[src/sv/stip_pkg.sv]
`timescale 1ns / 1ps
// Shared types and constants for the string-to-integer parser.
// Holds character codes, the character class word and the parser phase codes.
package stip_pkg;

    localparam int CHAR_W       = 8;
    localparam int BASE_W       = 6;
    localparam int DIGIT_W      = 6;
    localparam int VALUE_W      = 32;
    localparam int OUT_OFFSET_W = 16;

    // Character codes.
    localparam logic [CHAR_W-1:0] CH_SPACE = 8'h20;
    localparam logic [CHAR_W-1:0] CH_PLUS  = 8'h2B;
    localparam logic [CHAR_W-1:0] CH_MINUS = 8'h2D;
    localparam logic [CHAR_W-1:0] CH_ZERO  = 8'h30;
    localparam logic [CHAR_W-1:0] CH_NINE  = 8'h39;
    localparam logic [CHAR_W-1:0] CH_UA    = 8'h41;
    localparam logic [CHAR_W-1:0] CH_UX    = 8'h58;
    localparam logic [CHAR_W-1:0] CH_UZ    = 8'h5A;
    localparam logic [CHAR_W-1:0] CH_LA    = 8'h61;
    localparam logic [CHAR_W-1:0] CH_LX    = 8'h78;
    localparam logic [CHAR_W-1:0] CH_LZ    = 8'h7A;
    // Offsets that turn letters into digit values 10 to 35.
    localparam logic [CHAR_W-1:0] CH_UA_M10 = 8'h37;
    localparam logic [CHAR_W-1:0] CH_LA_M10 = 8'h57;

    // Radix codes.
    localparam logic [BASE_W-1:0] BASE_AUTO = 6'd0;
    localparam logic [BASE_W-1:0] BASE_OCT  = 6'd8;
    localparam logic [BASE_W-1:0] BASE_DEC  = 6'd10;
    localparam logic [BASE_W-1:0] BASE_HEX  = 6'd16;

    // Magnitude limits for positive and negative results.
    localparam logic [VALUE_W-1:0] POS_LIMIT = 32'h7FFF_FFFF;
    localparam logic [VALUE_W-1:0] NEG_LIMIT = 32'h8000_0000;

    // Register index taken from paddr[2].
    localparam logic [0:0] REG_NUMBER_BASE = 1'b0;

    typedef enum logic [1:0] {
        PH_SKIP,
        PH_SIGNED,
        PH_ZERO,
        PH_DIGITS
    } phase_t;

    typedef enum logic [1:0] {
        ST_NONE,
        ST_SOME,
        ST_OVER
    } dstat_t;

    typedef struct packed {
        logic               is_space;
        logic               is_minus;
        logic               is_plus;
        logic               is_zero;
        logic               is_x;
        logic               is_alnum;
        logic [DIGIT_W-1:0] digit;
    } char_class_t;

    localparam int CLASS_W = $bits(char_class_t);

endpackage

[src/sv/stip_front.sv]
`timescale 1ns / 1ps
// Front end of the parser: accepts characters and classifies each one.
// Depends on stip_pkg; pushes the class word into stip_queue.
module stip_front (
    input  logic                     in_valid,
    output logic                     in_ready,
    input  logic [7:0]               character,
    input  logic                     q_full,
    output logic                     q_push,
    output stip_pkg::char_class_t    q_word
);
    import stip_pkg::*;

    assign in_ready = !q_full;
    assign q_push   = in_valid && !q_full;

    always_comb
    begin
        q_word          = '0;
        q_word.is_space = (character == CH_SPACE);
        q_word.is_minus = (character == CH_MINUS);
        q_word.is_plus  = (character == CH_PLUS);
        q_word.is_zero  = (character == CH_ZERO);
        q_word.is_x     = (character == CH_LX) || (character == CH_UX);
        if (character >= CH_ZERO && character <= CH_NINE)
        begin
            q_word.is_alnum = 1'b1;
            q_word.digit    = DIGIT_W'(character - CH_ZERO);
        end
        else if (character >= CH_UA && character <= CH_UZ)
        begin
            q_word.is_alnum = 1'b1;
            q_word.digit    = DIGIT_W'(character - CH_UA_M10);
        end
        else if (character >= CH_LA && character <= CH_LZ)
        begin
            q_word.is_alnum = 1'b1;
            q_word.digit    = DIGIT_W'(character - CH_LA_M10);
        end
    end

endmodule

[src/sv/stip_queue.sv]
`timescale 1ns / 1ps
// Small flip-flop queue that decouples the front end from the parser core.
// Stand-alone; no package needed.
module stip_queue #(
    parameter int WIDTH = 12,
    parameter int DEPTH = 4
) (
    input  logic             clk,
    input  logic             rst_n,
    input  logic             push,
    input  logic [WIDTH-1:0] push_data,
    output logic             full,
    input  logic             pop,
    output logic [WIDTH-1:0] pop_data,
    output logic             not_empty
);
    localparam int PTR_W = (DEPTH > 1) ? $clog2(DEPTH) : 1;
    localparam int CNT_W = $clog2(DEPTH + 1);

    logic [WIDTH-1:0] slot_reg [DEPTH];
    logic [PTR_W-1:0] wr_ptr_reg, wr_ptr_next;
    logic [PTR_W-1:0] rd_ptr_reg, rd_ptr_next;
    logic [CNT_W-1:0] count_reg, count_next;
    logic             do_push, do_pop;

    assign full      = (count_reg == CNT_W'(DEPTH));
    assign not_empty = (count_reg != '0);
    assign do_push   = push && !full;
    assign do_pop    = pop && not_empty;
    assign pop_data  = slot_reg[rd_ptr_reg];

    always_comb
    begin
        wr_ptr_next = wr_ptr_reg;
        rd_ptr_next = rd_ptr_reg;
        if (do_push)
        begin
            wr_ptr_next = (wr_ptr_reg == PTR_W'(DEPTH - 1)) ? '0 : wr_ptr_reg + PTR_W'(1);
        end
        if (do_pop)
        begin
            rd_ptr_next = (rd_ptr_reg == PTR_W'(DEPTH - 1)) ? '0 : rd_ptr_reg + PTR_W'(1);
        end
        case ({do_push, do_pop})
            2'b10:   count_next = count_reg + CNT_W'(1);
            2'b01:   count_next = count_reg - CNT_W'(1);
            default: count_next = count_reg;
        endcase
    end

    always_ff @(posedge clk or negedge rst_n)
    begin
        if (!rst_n)
        begin
            wr_ptr_reg <= '0;
            rd_ptr_reg <= '0;
            count_reg  <= '0;
        end
        else
        begin
            wr_ptr_reg <= wr_ptr_next;
            rd_ptr_reg <= rd_ptr_next;
            count_reg  <= count_next;
        end
    end

    always_ff @(posedge clk)
    begin
        if (do_push)
        begin
            slot_reg[wr_ptr_reg] <= push_data;
        end
    end

endmodule

[src/sv/stip_back.sv]
`timescale 1ns / 1ps
// Parser core: runs the sign, prefix and digit state machine on class words
// and holds the result word in an output register. Depends on stip_pkg.
module stip_back #(
    parameter int OFFSET_WIDTH = 16
) (
    input  logic                                  clk,
    input  logic                                  rst_n,
    input  logic [stip_pkg::BASE_W-1:0]           cfg_base,
    input  logic                                  q_valid,
    input  stip_pkg::char_class_t                 q_word,
    output logic                                  q_pop,
    output logic                                  out_valid,
    input  logic                                  out_ready,
    output logic signed [stip_pkg::VALUE_W-1:0]   value,
    output logic [stip_pkg::OUT_OFFSET_W-1:0]     end_offset,
    output logic                                  overflowed,
    output logic                                  digits_found
);
    import stip_pkg::*;

    localparam int PROD_W = VALUE_W + BASE_W + 1;

    phase_t                   phase_reg, phase_next;
    dstat_t                   status_reg, status_next;
    logic                     neg_reg, neg_next;
    logic [VALUE_W-1:0]       acc_reg, acc_next;
    logic [BASE_W-1:0]        abase_reg, abase_next;
    logic [OFFSET_WIDTH-1:0]  pos_reg, pos_next;
    logic                     out_valid_reg, out_valid_next;
    logic [VALUE_W-1:0]       value_reg;
    logic [OUT_OFFSET_W-1:0]  end_offset_reg;
    logic                     overflowed_reg, digits_found_reg;

    logic                     step, first_char, fc_prefix, do_feed, digit_ok, too_big, emit;
    logic [BASE_W-1:0]        fc_base, eff_base;
    dstat_t                   stat_in;
    logic [VALUE_W-1:0]       acc_in, limit, result_value;
    logic [PROD_W-1:0]        prod;
    logic [OUT_OFFSET_W-1:0]  pos16;

    generate
        if (OFFSET_WIDTH >= OUT_OFFSET_W)
        begin : g_pos_trunc
            assign pos16 = pos_reg[OUT_OFFSET_W-1:0];
        end
        else
        begin : g_pos_ext
            assign pos16 = {{(OUT_OFFSET_W - OFFSET_WIDTH){1'b0}}, pos_reg};
        end
    endgenerate

    // A word is taken whenever the output register is free or being emptied.
    assign step  = q_valid && (!out_valid_reg || out_ready);
    assign q_pop = step;

    assign fc_prefix = ((cfg_base == BASE_AUTO) || (cfg_base == BASE_HEX)) && q_word.is_zero;
    assign fc_base   = (cfg_base == BASE_AUTO) ? BASE_DEC : cfg_base;

    // Select the base, status and accumulator that a digit is fed against.
    always_comb
    begin
        first_char = 1'b0;
        do_feed    = 1'b0;
        eff_base   = abase_reg;
        stat_in    = status_reg;
        acc_in     = acc_reg;
        unique case (phase_reg)
            PH_SKIP:
            begin
                first_char = !(q_word.is_space || q_word.is_minus || q_word.is_plus);
            end
            PH_SIGNED:
            begin
                first_char = 1'b1;
            end
            PH_ZERO:
            begin
                if (!q_word.is_x)
                begin
                    do_feed  = 1'b1;
                    eff_base = (abase_reg == BASE_HEX) ? BASE_HEX : BASE_OCT;
                    stat_in  = ST_SOME;
                    acc_in   = '0;
                end
            end
            PH_DIGITS:
            begin
                do_feed = 1'b1;
            end
            default:
            begin
                do_feed = 1'b0;
            end
        endcase
        if (first_char && !fc_prefix)
        begin
            do_feed  = 1'b1;
            eff_base = fc_base;
        end
    end

    assign digit_ok = q_word.is_alnum && (q_word.digit < eff_base);
    assign prod     = PROD_W'(acc_in) * PROD_W'(eff_base) + PROD_W'(q_word.digit);
    assign limit    = neg_reg ? NEG_LIMIT : POS_LIMIT;
    assign too_big  = prod > PROD_W'(limit);
    assign emit     = step && do_feed && !digit_ok;

    // Phase transitions.
    always_comb
    begin
        phase_next = phase_reg;
        if (step)
        begin
            unique case (phase_reg)
                PH_SKIP:
                begin
                    if (q_word.is_space)
                        phase_next = PH_SKIP;
                    else if (q_word.is_minus || q_word.is_plus)
                        phase_next = PH_SIGNED;
                    else if (fc_prefix)
                        phase_next = PH_ZERO;
                    else
                        phase_next = digit_ok ? PH_DIGITS : PH_SKIP;
                end
                PH_SIGNED:
                begin
                    if (fc_prefix)
                        phase_next = PH_ZERO;
                    else
                        phase_next = digit_ok ? PH_DIGITS : PH_SKIP;
                end
                PH_ZERO:
                begin
                    if (q_word.is_x)
                        phase_next = PH_DIGITS;
                    else
                        phase_next = digit_ok ? PH_DIGITS : PH_SKIP;
                end
                PH_DIGITS:
                begin
                    phase_next = digit_ok ? PH_DIGITS : PH_SKIP;
                end
                default:
                begin
                    phase_next = PH_SKIP;
                end
            endcase
        end
    end

    // Datapath and result updates.
    always_comb
    begin
        neg_next       = neg_reg;
        acc_next       = acc_reg;
        status_next    = status_reg;
        abase_next     = abase_reg;
        pos_next       = pos_reg;
        out_valid_next = out_ready ? 1'b0 : out_valid_reg;
        if (stat_in == ST_OVER)
            result_value = neg_reg ? NEG_LIMIT : POS_LIMIT;
        else
            result_value = neg_reg ? (VALUE_W'(0) - acc_in) : acc_in;
        if (step)
        begin
            if (emit)
            begin
                out_valid_next = 1'b1;
                neg_next       = 1'b0;
                acc_next       = '0;
                status_next    = ST_NONE;
                abase_next     = '0;
                pos_next       = '0;
            end
            else
            begin
                if (pos_reg != {OFFSET_WIDTH{1'b1}})
                    pos_next = pos_reg + OFFSET_WIDTH'(1);
                if (phase_reg == PH_SKIP && q_word.is_minus)
                    neg_next = 1'b1;
                if (first_char)
                    abase_next = fc_prefix ? cfg_base : fc_base;
                if (phase_reg == PH_ZERO)
                    abase_next = q_word.is_x ? BASE_HEX : eff_base;
                if (do_feed)
                begin
                    if (stat_in == ST_OVER || too_big)
                    begin
                        status_next = ST_OVER;
                        acc_next    = acc_in;
                    end
                    else
                    begin
                        status_next = ST_SOME;
                        acc_next    = prod[VALUE_W-1:0];
                    end
                end
            end
        end
    end

    always_ff @(posedge clk or negedge rst_n)
    begin
        if (!rst_n)
        begin
            phase_reg     <= PH_SKIP;
            status_reg    <= ST_NONE;
            neg_reg       <= 1'b0;
            acc_reg       <= '0;
            abase_reg     <= '0;
            pos_reg       <= '0;
            out_valid_reg <= 1'b0;
        end
        else
        begin
            phase_reg     <= phase_next;
            status_reg    <= status_next;
            neg_reg       <= neg_next;
            acc_reg       <= acc_next;
            abase_reg     <= abase_next;
            pos_reg       <= pos_next;
            out_valid_reg <= out_valid_next;
        end
    end

    always_ff @(posedge clk)
    begin
        if (emit)
        begin
            value_reg        <= result_value;
            digits_found_reg <= (stat_in != ST_NONE);
            overflowed_reg   <= (stat_in == ST_OVER);
            end_offset_reg   <= (stat_in != ST_NONE) ? pos16 : '0;
        end
    end

    assign out_valid    = out_valid_reg;
    assign value        = signed'(value_reg);
    assign end_offset   = end_offset_reg;
    assign overflowed   = overflowed_reg;
    assign digits_found = digits_found_reg;

endmodule

[src/sv/string_to_integer_parser_unit.sv]
`timescale 1ns / 1ps
// Streaming strtol-style parser, one character per word, 32-bit signed result.
// Throughput: one character per cycle while the output register is free or being
// emptied, set by the single multiply-add and limit compare in the parser core.
// A terminating character is queued and its result word is then registered in the
// output register. Reset clears the queue, the parser state and the base (0).
module string_to_integer_parser_unit #(
    parameter int OFFSET_WIDTH = 16
) (
    input  logic                                  clk,
    input  logic                                  rst_n,
    // Character channel.
    input  logic                                  in_valid,
    output logic                                  in_ready,
    input  logic [stip_pkg::CHAR_W-1:0]           character,
    // Result channel.
    output logic                                  out_valid,
    input  logic                                  out_ready,
    output logic signed [stip_pkg::VALUE_W-1:0]   value,
    output logic [stip_pkg::OUT_OFFSET_W-1:0]     end_offset,
    output logic                                  overflowed,
    output logic                                  digits_found,
    // APB-style configuration port.
    input  logic                                  psel,
    input  logic                                  penable,
    input  logic                                  pwrite,
    input  logic [2:0]                            paddr,
    input  logic [31:0]                           pwdata,
    output logic [31:0]                           prdata,
    output logic                                  pready
);
    import stip_pkg::*;

    localparam int QUEUE_DEPTH = 4;

    logic [BASE_W-1:0]  base_reg, base_next;
    logic               cfg_write;
    logic               q_push, q_full, q_pop, q_valid;
    char_class_t        push_word, head_word;
    logic [CLASS_W-1:0] head_bits;

    // The configuration register. Writes take effect in the access phase;
    // the port never inserts wait states.
    assign pready    = 1'b1;
    assign cfg_write = psel && penable && pwrite && pready && (paddr[2] == REG_NUMBER_BASE);
    assign base_next = cfg_write ? pwdata[BASE_W-1:0] : base_reg;
    assign prdata    = (paddr[2] == REG_NUMBER_BASE) ? {{(32 - BASE_W){1'b0}}, base_reg} : '0;

    always_ff @(posedge clk or negedge rst_n)
    begin
        if (!rst_n)
        begin
            base_reg <= BASE_AUTO;
        end
        else
        begin
            base_reg <= base_next;
        end
    end

    // The front end classifies each character as it is accepted, so the core
    // only compares small flags and a six-bit digit value.
    stip_front u_front (
        .in_valid  (in_valid),
        .in_ready  (in_ready),
        .character (character),
        .q_full    (q_full),
        .q_push    (q_push),
        .q_word    (push_word)
    );

    // The queue lets the input side keep accepting words while a result word
    // waits in the core's output register.
    stip_queue #(
        .WIDTH (CLASS_W),
        .DEPTH (QUEUE_DEPTH)
    ) u_queue (
        .clk       (clk),
        .rst_n     (rst_n),
        .push      (q_push),
        .push_data (push_word),
        .full      (q_full),
        .pop       (q_pop),
        .pop_data  (head_bits),
        .not_empty (q_valid)
    );

    assign head_word = char_class_t'(head_bits);

    // The core samples the base when a string's radix is resolved; the user must see
    // that the base only changes while the block is idle; the block does not enforce it.
    stip_back #(
        .OFFSET_WIDTH (OFFSET_WIDTH)
    ) u_back (
        .clk          (clk),
        .rst_n        (rst_n),
        .cfg_base     (base_reg),
        .q_valid      (q_valid),
        .q_word       (head_word),
        .q_pop        (q_pop),
        .out_valid    (out_valid),
        .out_ready    (out_ready),
        .value        (value),
        .end_offset   (end_offset),
        .overflowed   (overflowed),
        .digits_found (digits_found)
    );

    // A result without digits carries all-zero fields.
    a_no_digits_zero: assert property (@(posedge clk) disable iff (!rst_n)
        (out_valid && !digits_found) |-> (value == 0 && end_offset == 0 && !overflowed))
        else $error("result without digits has nonzero fields");

    // An overflowed result is saturated and counts as having digits.
    a_overflow_saturates: assert property (@(posedge clk) disable iff (!rst_n)
        (out_valid && overflowed) |->
            (digits_found && (value == 32'sh7FFF_FFFF || value == 32'sh8000_0000)))
        else $error("overflowed result is not saturated");

    // A write to the base register takes effect at the next edge.
    a_base_write: assert property (@(posedge clk) disable iff (!rst_n)
        cfg_write |=> (base_reg == $past(pwdata[BASE_W-1:0])))
        else $error("base register write lost");

endmodule

[config.mk]
export PLATFORM = sky130hd
export DESIGN_NAME = string_to_integer_parser_unit
export DESIGN_NICKNAME = d
export VERILOG_FILES = /design/src/sv/stip_pkg.sv /design/src/sv/stip_front.sv /design/src/sv/stip_queue.sv /design/src/sv/stip_back.sv /design/src/sv/string_to_integer_parser_unit.sv
export SDC_FILE = /design/constraint.sdc
export NUM_CORES = 1
export LEC_CHECK = 0
export BUFFER_PORTS_ARGS = -buffer_cell sky130_fd_sc_hd__buf_2
export CORE_MARGIN = 2
export CORE_UTILIZATION = 40
export CTS_CLUSTER_SIZE = 20
export DETAILED_ROUTE_END_ITERATION = 16
export PLACE_DENSITY = 0.63
export SYNTH_ARGS = -nofsm -noshare
export SYNTH_HDL_FRONTEND = slang
export SYNTH_SLANG_ARGS = --single-unit
[constraint.sdc]
create_clock -name clk -period 22.4 [get_ports clk]
set_input_delay 4.48 -clock clk [delete_from_list [all_inputs] [get_ports clk]]
set_output_delay 4.48 -clock clk [all_outputs]
set_load 0.02 [all_outputs]
### Word level (Yosys, flattened, before mapping)

Memories as Yosys holds them, arrays and structs flattened.
Index checks and enable logic that the tools add are counted.

* add/sub/neg operators: 10
* $mul: 1
* divide/modulo/power cells: 0
* $lt $le $gt $ge: 8
* eq/ne operators: 18
* shifts and indexed selects: 0
* muxes and demuxes: 49
* bitwise gates (word level): 1
* reductions and logical operators: 41

Operators by type and width (number)
* 32-bit 2-to-1 mux: 8
* 6-bit 2-to-1 mux: 10
* 38-bit by 6-bit adder with 39-bit output: 1
* 39-bit by 32-bit > comparator with 1-bit output: 1
* 32-bit by 6-bit multiplier with 38-bit output: 1
* 8-bit by 6-bit == test with 1-bit output, second input constant: 4
* 16-bit 2-to-1 mux: 2
* 1-bit by 32-bit subtractor with 32-bit output, first input constant: 1
* 2-bit 2-to-1 mux: 12
* 7-bit 2-to-1 mux: 3
* 16-bit by 1-bit adder with 16-bit output, second input constant: 1
* 8-bit by 7-bit == test with 1-bit output, second input constant: 2
* 8-bit by 7-bit greater-or-equal comparator with 1-bit output, second input constant: 2
* 8-bit by 7-bit less-or-equal comparator with 1-bit output, second input constant: 2
* 1-bit logical AND: 16
* 16-bit != test, second input constant: 1
* 2-bit == test, second input constant: 6
* 6-bit by 5-bit == test with 1-bit output, second input constant: 2
* 6-bit subtractor, second input constant: 2
* 2-bit nonzero test: 5
* 1-bit 2-to-1 mux: 9
* 8-bit by 6-bit greater-or-equal comparator with 1-bit output, second input constant: 1
* 8-bit by 6-bit less-or-equal comparator with 1-bit output, second input constant: 1
* 2-bit case mux with 4 select lines: 1
* other kinds (17): 34

* bits in registers: 123
* bits in latches: 0
* RAM bits: 48
* bits in read-only memories: 0
* input port bits: 50
* output and inout port bits: 85
* word-level logic and storage cells: 144
* memories kept: 1

Memory list
* u_queue.slot_reg: words 4, width 12, rd ports 1, clocked after Yosys merged registers in 0, wr ports 1, line stip_queue.sv:20 `logic [WIDTH-1:0] slot_reg [DEPTH];`

### Logic depth before layout (Yosys ltp)

An unclocked memory read counts as a cell.

* depth after elaboration: 14
* gate-level depth with buffers: 42
* gate-level depth less buffers: 38

### By module

From an unflattened synthesis, not the netlist that was laid out.

* cells, all modules: 1735
* area, all modules: 16256.8 µm²

Modules (own cells, without submodules)
* stip_back: instances 1, cells an instance 1514, area an instance 13003.7 µm², seq. area each 3002.9 µm²
* stip_queue: instances 1, cells an instance 103, area an instance 2228.4 µm², seq. area each 1616.6 µm²
* stip_front: instances 1, cells an instance 70, area an instance 520.5 µm², seq. area each 0.0 µm²
* string_to_integer_parser_unit: instances 1, cells an instance 48, area an instance 504.2 µm², seq. area each 150.1 µm²

### Least setup slack after synthesis

Ideal clock, no wire load.

* path kind: in2out
* from: input paddr[2]
* to: output prdata[0]
* data arrival time: 4.784 ns
* required time: 17.920 ns
* setup slack: 13.136 ns
* cell stages on the path: 1
* path buffers: 0
* cell sequence: nor2b_1

* word-level cells in the longest chain between the ends: 1

RTL lines
* start: declaration: line string_to_integer_parser_unit.sv:27 `input logic [2:0] paddr,`
* 6-bit 2-to-1 mux: line string_to_integer_parser_unit.sv:47 `assign prdata = (paddr[2] == REG_NUMBER_BASE) ? {{(32 - BASE_W){1'b0}}, base_reg} : '0;`
* end: declaration: line string_to_integer_parser_unit.sv:29 `output logic [31:0] prdata,`

Every way passes these cells.

### Worst setup path in the final report

* from: register u_queue.rd_ptr_reg[0]
* to: register u_back.acc_reg[12]

* word-level cells in the longest chain between the ends: 14
* elaborated cells between the ends (all ways): 33
* classes of those cells: add/sub: 1; mul: 1; order compare: 2; eq/ne: 1; mux: 14; reduce/logical: 13; memory: 1

RTL lines
* start: declaration: line stip_queue.sv:22 `logic [PTR_W-1:0] rd_ptr_reg, rd_ptr_next;`
* start signal: assignment: line stip_queue.sv:62 `rd_ptr_reg <= rd_ptr_next;`
* memory 4 x 12 bit *
* 1-bit logical OR (2 in a row): line stip_back.sv:71 `first_char = !(q_word.is_space || q_word.is_minus || q_word.is_plus);`
* 1-bit logical NOT: line stip_back.sv:71
* 1-bit case mux with 2 select lines: line stip_back.sv:68 `unique case (phase_reg)`
* 1-bit logical AND: line stip_back.sv:96 `if (first_char && !fc_prefix)`
* 6-bit 2-to-1 mux: line stip_back.sv:96
* 32-bit by 6-bit multiplier with 38-bit output: line stip_back.sv:104 `assign prod = PROD_W'(acc_in) * PROD_W'(eff_base) + PROD_W'(q_word.digit);`
* 38-bit by 6-bit adder with 39-bit output: line stip_back.sv:104
* 39-bit by 32-bit > comparator with 1-bit output: line stip_back.sv:106 `assign too_big = prod > PROD_W'(limit);`
* 1-bit logical OR: line stip_back.sv:189 `if (stat_in == ST_OVER || too_big)`
* 32-bit 2-to-1 mux: line stip_back.sv:189
* 32-bit 2-to-1 mux: line stip_back.sv:187 `if (do_feed)`
* 32-bit 2-to-1 mux: line stip_back.sv:168 `if (emit)`
* end signal: assignment: line stip_back.sv:221 `acc_reg <= acc_next;`
* end: declaration: line stip_back.sv:27 `logic [VALUE_W-1:0] acc_reg, acc_next;`

Mark *: on every way between the ends. The rest lies on a longest branch, timed or not. The select of a mux whose other input is x is not followed.
A chain may end at the register's enable or synchronous reset.

==> impl_metrics.env <==
export IMPL_outcome="completed"
export IMPL_period_needed_ns=11.78
export IMPL_synth_xor_area_share_pct=3.175
export IMPL_yosys_top_cells_count="nor2_1, ha_1, nand2_1"
export IMPL_fin_crit_sh_pct=52.58
export IMPL_path_common_cell="inv_1"
export IMPL_yosysTopAreaCell="edfxtp_1"
export IMPL_cts_max_level=4
export IMPL_cpPeakStageDelay_ns=0.93
export IMPL_postCtsSetupBuffers=0
export IMPL_area_delta_synth_final_pct=8.228
export IMPL_syn_area_mm2=0.01572
export IMPL_rsz0062_at_grt="no"
export IMPL_slew_viol_final=0
export IMPL_synth_compound_area_share_pct=13.28
export IMPL_avgRoutedWirePerCell_um=17.77
export IMPL_synth_async_sr_flop_share_pct=42.69
export IMPL_ios=135
export IMPL_rows=72
export IMPL_yosys_mux_area_fraction_pct=2.658
export IMPL_die_x_um=202.3
export IMPL_start_util_pct=40.59
export IMPL_tns_ns=0
export IMPL_vias=12350
export IMPL_grt_pass1_wl_mm=64.78
export IMPL_yosysWarnings=0
export IMPL_first_pass_iters=5
export IMPL_synth_area_top_cells="edfxtp_1, fa_1, dfrtp_1, ha_1, nor2_1"
export IMPL_drtAntennaViolNets=0
export IMPL_groute_usage_overall_pct=19.68
export IMPL_cts_num_sinks=171
export IMPL_required_ns=22.77
export IMPL_arrival_ns=12.15
export IMPL_skew_ns=0.01716
export IMPL_syn_inst=1649
export IMPL_dieArea_mm2=0.04091
export IMPL_wl_mm=39.28
export IMPL_core_mm2=0.03874
export IMPL_post_synth_fa_ha_maj_area_fraction_pct=27.05
export IMPL_grt_max_degree=88
export IMPL_largest_register_ffs=48
export IMPL_clock_latency_ns=0.44
export IMPL_p_leak_nw=7.991
export IMPL_ctsHoldBuffers=0
export IMPL_path_max_fanout=21
export IMPL_max_cap_viol_count=0
export IMPL_tightest_slew_ns=0.9800
export IMPL_multiInputGateArea_mm2=0.01005
export IMPL_path_class="register to register"
export IMPL_yosysSeqAreaShare_pct=30.34
export IMPL_synth_edf_count=98
export IMPL_p_per_area_mw_per_mm2=110.0
export IMPL_grt_pass1_vias=12420
export IMPL_final_nets=1994
export IMPL_gp_congestion=0.8938
export IMPL_ctsResizeCount=0
export IMPL_drtIter0Drc=955
export IMPL_synthFlopType="edfxtp_1"
export IMPL_setup_viol=0
export IMPL_synth_cell_type_count=71
export IMPL_cts_buffers=17
export IMPL_cts_tree="built"
export IMPL_die_h_um=202.3
export IMPL_fmaxAchievable_mhz=84.91
export IMPL_synth_top_family_by_area="adder cells"
export IMPL_drive_gt1_share_pct=9.628
export IMPL_hold_class="register to register"
export IMPL_yosys_area_share_simple_pct=17.05
export IMPL_finalHoldViolations=0
export IMPL_slew_headroom_pct=34.67
export IMPL_grt_ovfl_total=0
export IMPL_remaining_drc_errors=0
export IMPL_endpoint_kind="register"
export IMPL_crit_slowest_cell="dfrtp_1"
export IMPL_power_w=0.001872
export IMPL_regArea_mm2=0.004771
export IMPL_port_buffers=79
export IMPL_synth_top_area_share_pct=18.72
export IMPL_dp_hpwl_mm=29.70
export IMPL_via_per_inst=5.585
export IMPL_ir_drop_uv=81.83
export IMPL_cts_root_buf="clkbuf_16"
export IMPL_clock_path_buffers=2
export IMPL_start_kind="register"
export IMPL_postSynthAreaPerCell_um2=9.535
export IMPL_synth_seq_cells=171
export IMPL_num_fill_cells=3789
export IMPL_antenna_found_initial=0
export IMPL_antennaDiodeCount=0
export IMPL_path_clk_slew_ns=0.07
export IMPL_yosysMostFrequentCell="nor2_1"
## worst max-delay path: cells and delay by family (launching register included)
| family | cells | cell delay (ns) |
|---|---|---|
| AOI/OAI and AO/OA | 13 | 2.99 |
| and+or+nand+nor | 9 | 2.72 |
| adders and majority gates | 6 | 2.70 |
| buffers and inverters | 7 | 1.48 |
| DFF | 1 | 0.93 |
| muxes | 1 | 0.63 |
| xor gates and xnor gates | 1 | 0.19 |
## cell type report
type	count	area share (%)
Inverter	120	2.647
Timing Repair Buffer	95	3.044
Tap cell	518	3.809
Sequential cell	171	28.04
Multi-Input combinational cell	1275	59.07
Clock inverter	15	0.8971
Clock buffer	17	2.500
## through the flow
stage | worst slack (ns) | hold WS [ns] | util [%] | instances | area, um^2
3_3_place_gp | 10.78 | 0.4842 | 42.44 | 2179 | 16440
4_1_cts | 10.66 | 0.4980 | 43.93 | 2211 | 17020
6_report | 10.62 | 0.4999 | 43.93 | 2211 | 17020
3_5_place_dp | 10.72 | 0.4883 | 42.44 | 2179 | 16440
2_1_floorplan | 13.14 | 0.4566 | - | 1674 | 15820
5_1_grt | 9.953 | 0.5276 | 43.93 | 2211 | 17020
## power breakdown
group          internal, W  switching (W)
combinational     0.000342       0.000706
clock             0.000148       0.000147
sequential        0.000468      0.0000594
## metal layers
metal	vias up	share of wire, %	GRT usage [%]
met5	-	0	0
met4	0	1.9	5.501
met3	66	6.2	2.854
met2	429	47	32.78
met1	6074	45	26.76
li1	5780	-	-
## cell families (layout without fill, tap and decap cells)
kind of cell             Yosys count  count (layout)
other                              2              27
adder cells (fa/ha/maj)          265             265
AO/OA/AOI/OAI                    326             326
buffers and inverters            228             247
XOR/XNOR                          57              57
multiplexers                      26              26
AND/OR/NAND/NOR                  574             574
flip-flops                       171             171
## placed cells by master (no fill, tap or decap), drive strengths merged, types with 6 or more instances in the layout
cell	instances
nor2	210
xnor2	28
a21oi	89
a31oi	12
conb	27
o31ai	14
a21o	20
inv	125
and2	23
buf	95
nor2b	14
nand4	20
a22o	36
o211ai	9
or3	6
mux2	6
mux4	12
clkbuf	17
ha	139
and3	13
xor2	29
nor4	15
nor3	23
dfrtp	73
edfxtp	98
mux2i	8
o21a	11
a211oi	12
nand2	133
nand3	79
clkinv	9
fa	125
nand2b	13
o21ai	94
## final timing paths
check / startpoint / end / slack [ns] / cells after the start
max: u_queue.rd_ptr_reg[0] / u_back.acc_reg[12] / 10.62 / 37
min: u_queue.count_reg[2] / u_queue.count_reg[2] / 0.50 / 1
max reg2reg: u_queue.rd_ptr_reg[0] / u_back.acc_reg[12] / 10.62 / 37
min reg2reg: u_queue.count_reg[2] / u_queue.count_reg[2] / 0.50 / 1
max in group asynchronous: rst_n / u_back.neg_reg / 17.52 / 1
min in group asynchronous: rst_n / u_queue.wr_ptr_reg[0] / 4.19 / 1
Note: power is estimated with default switching activity, not from simulation.
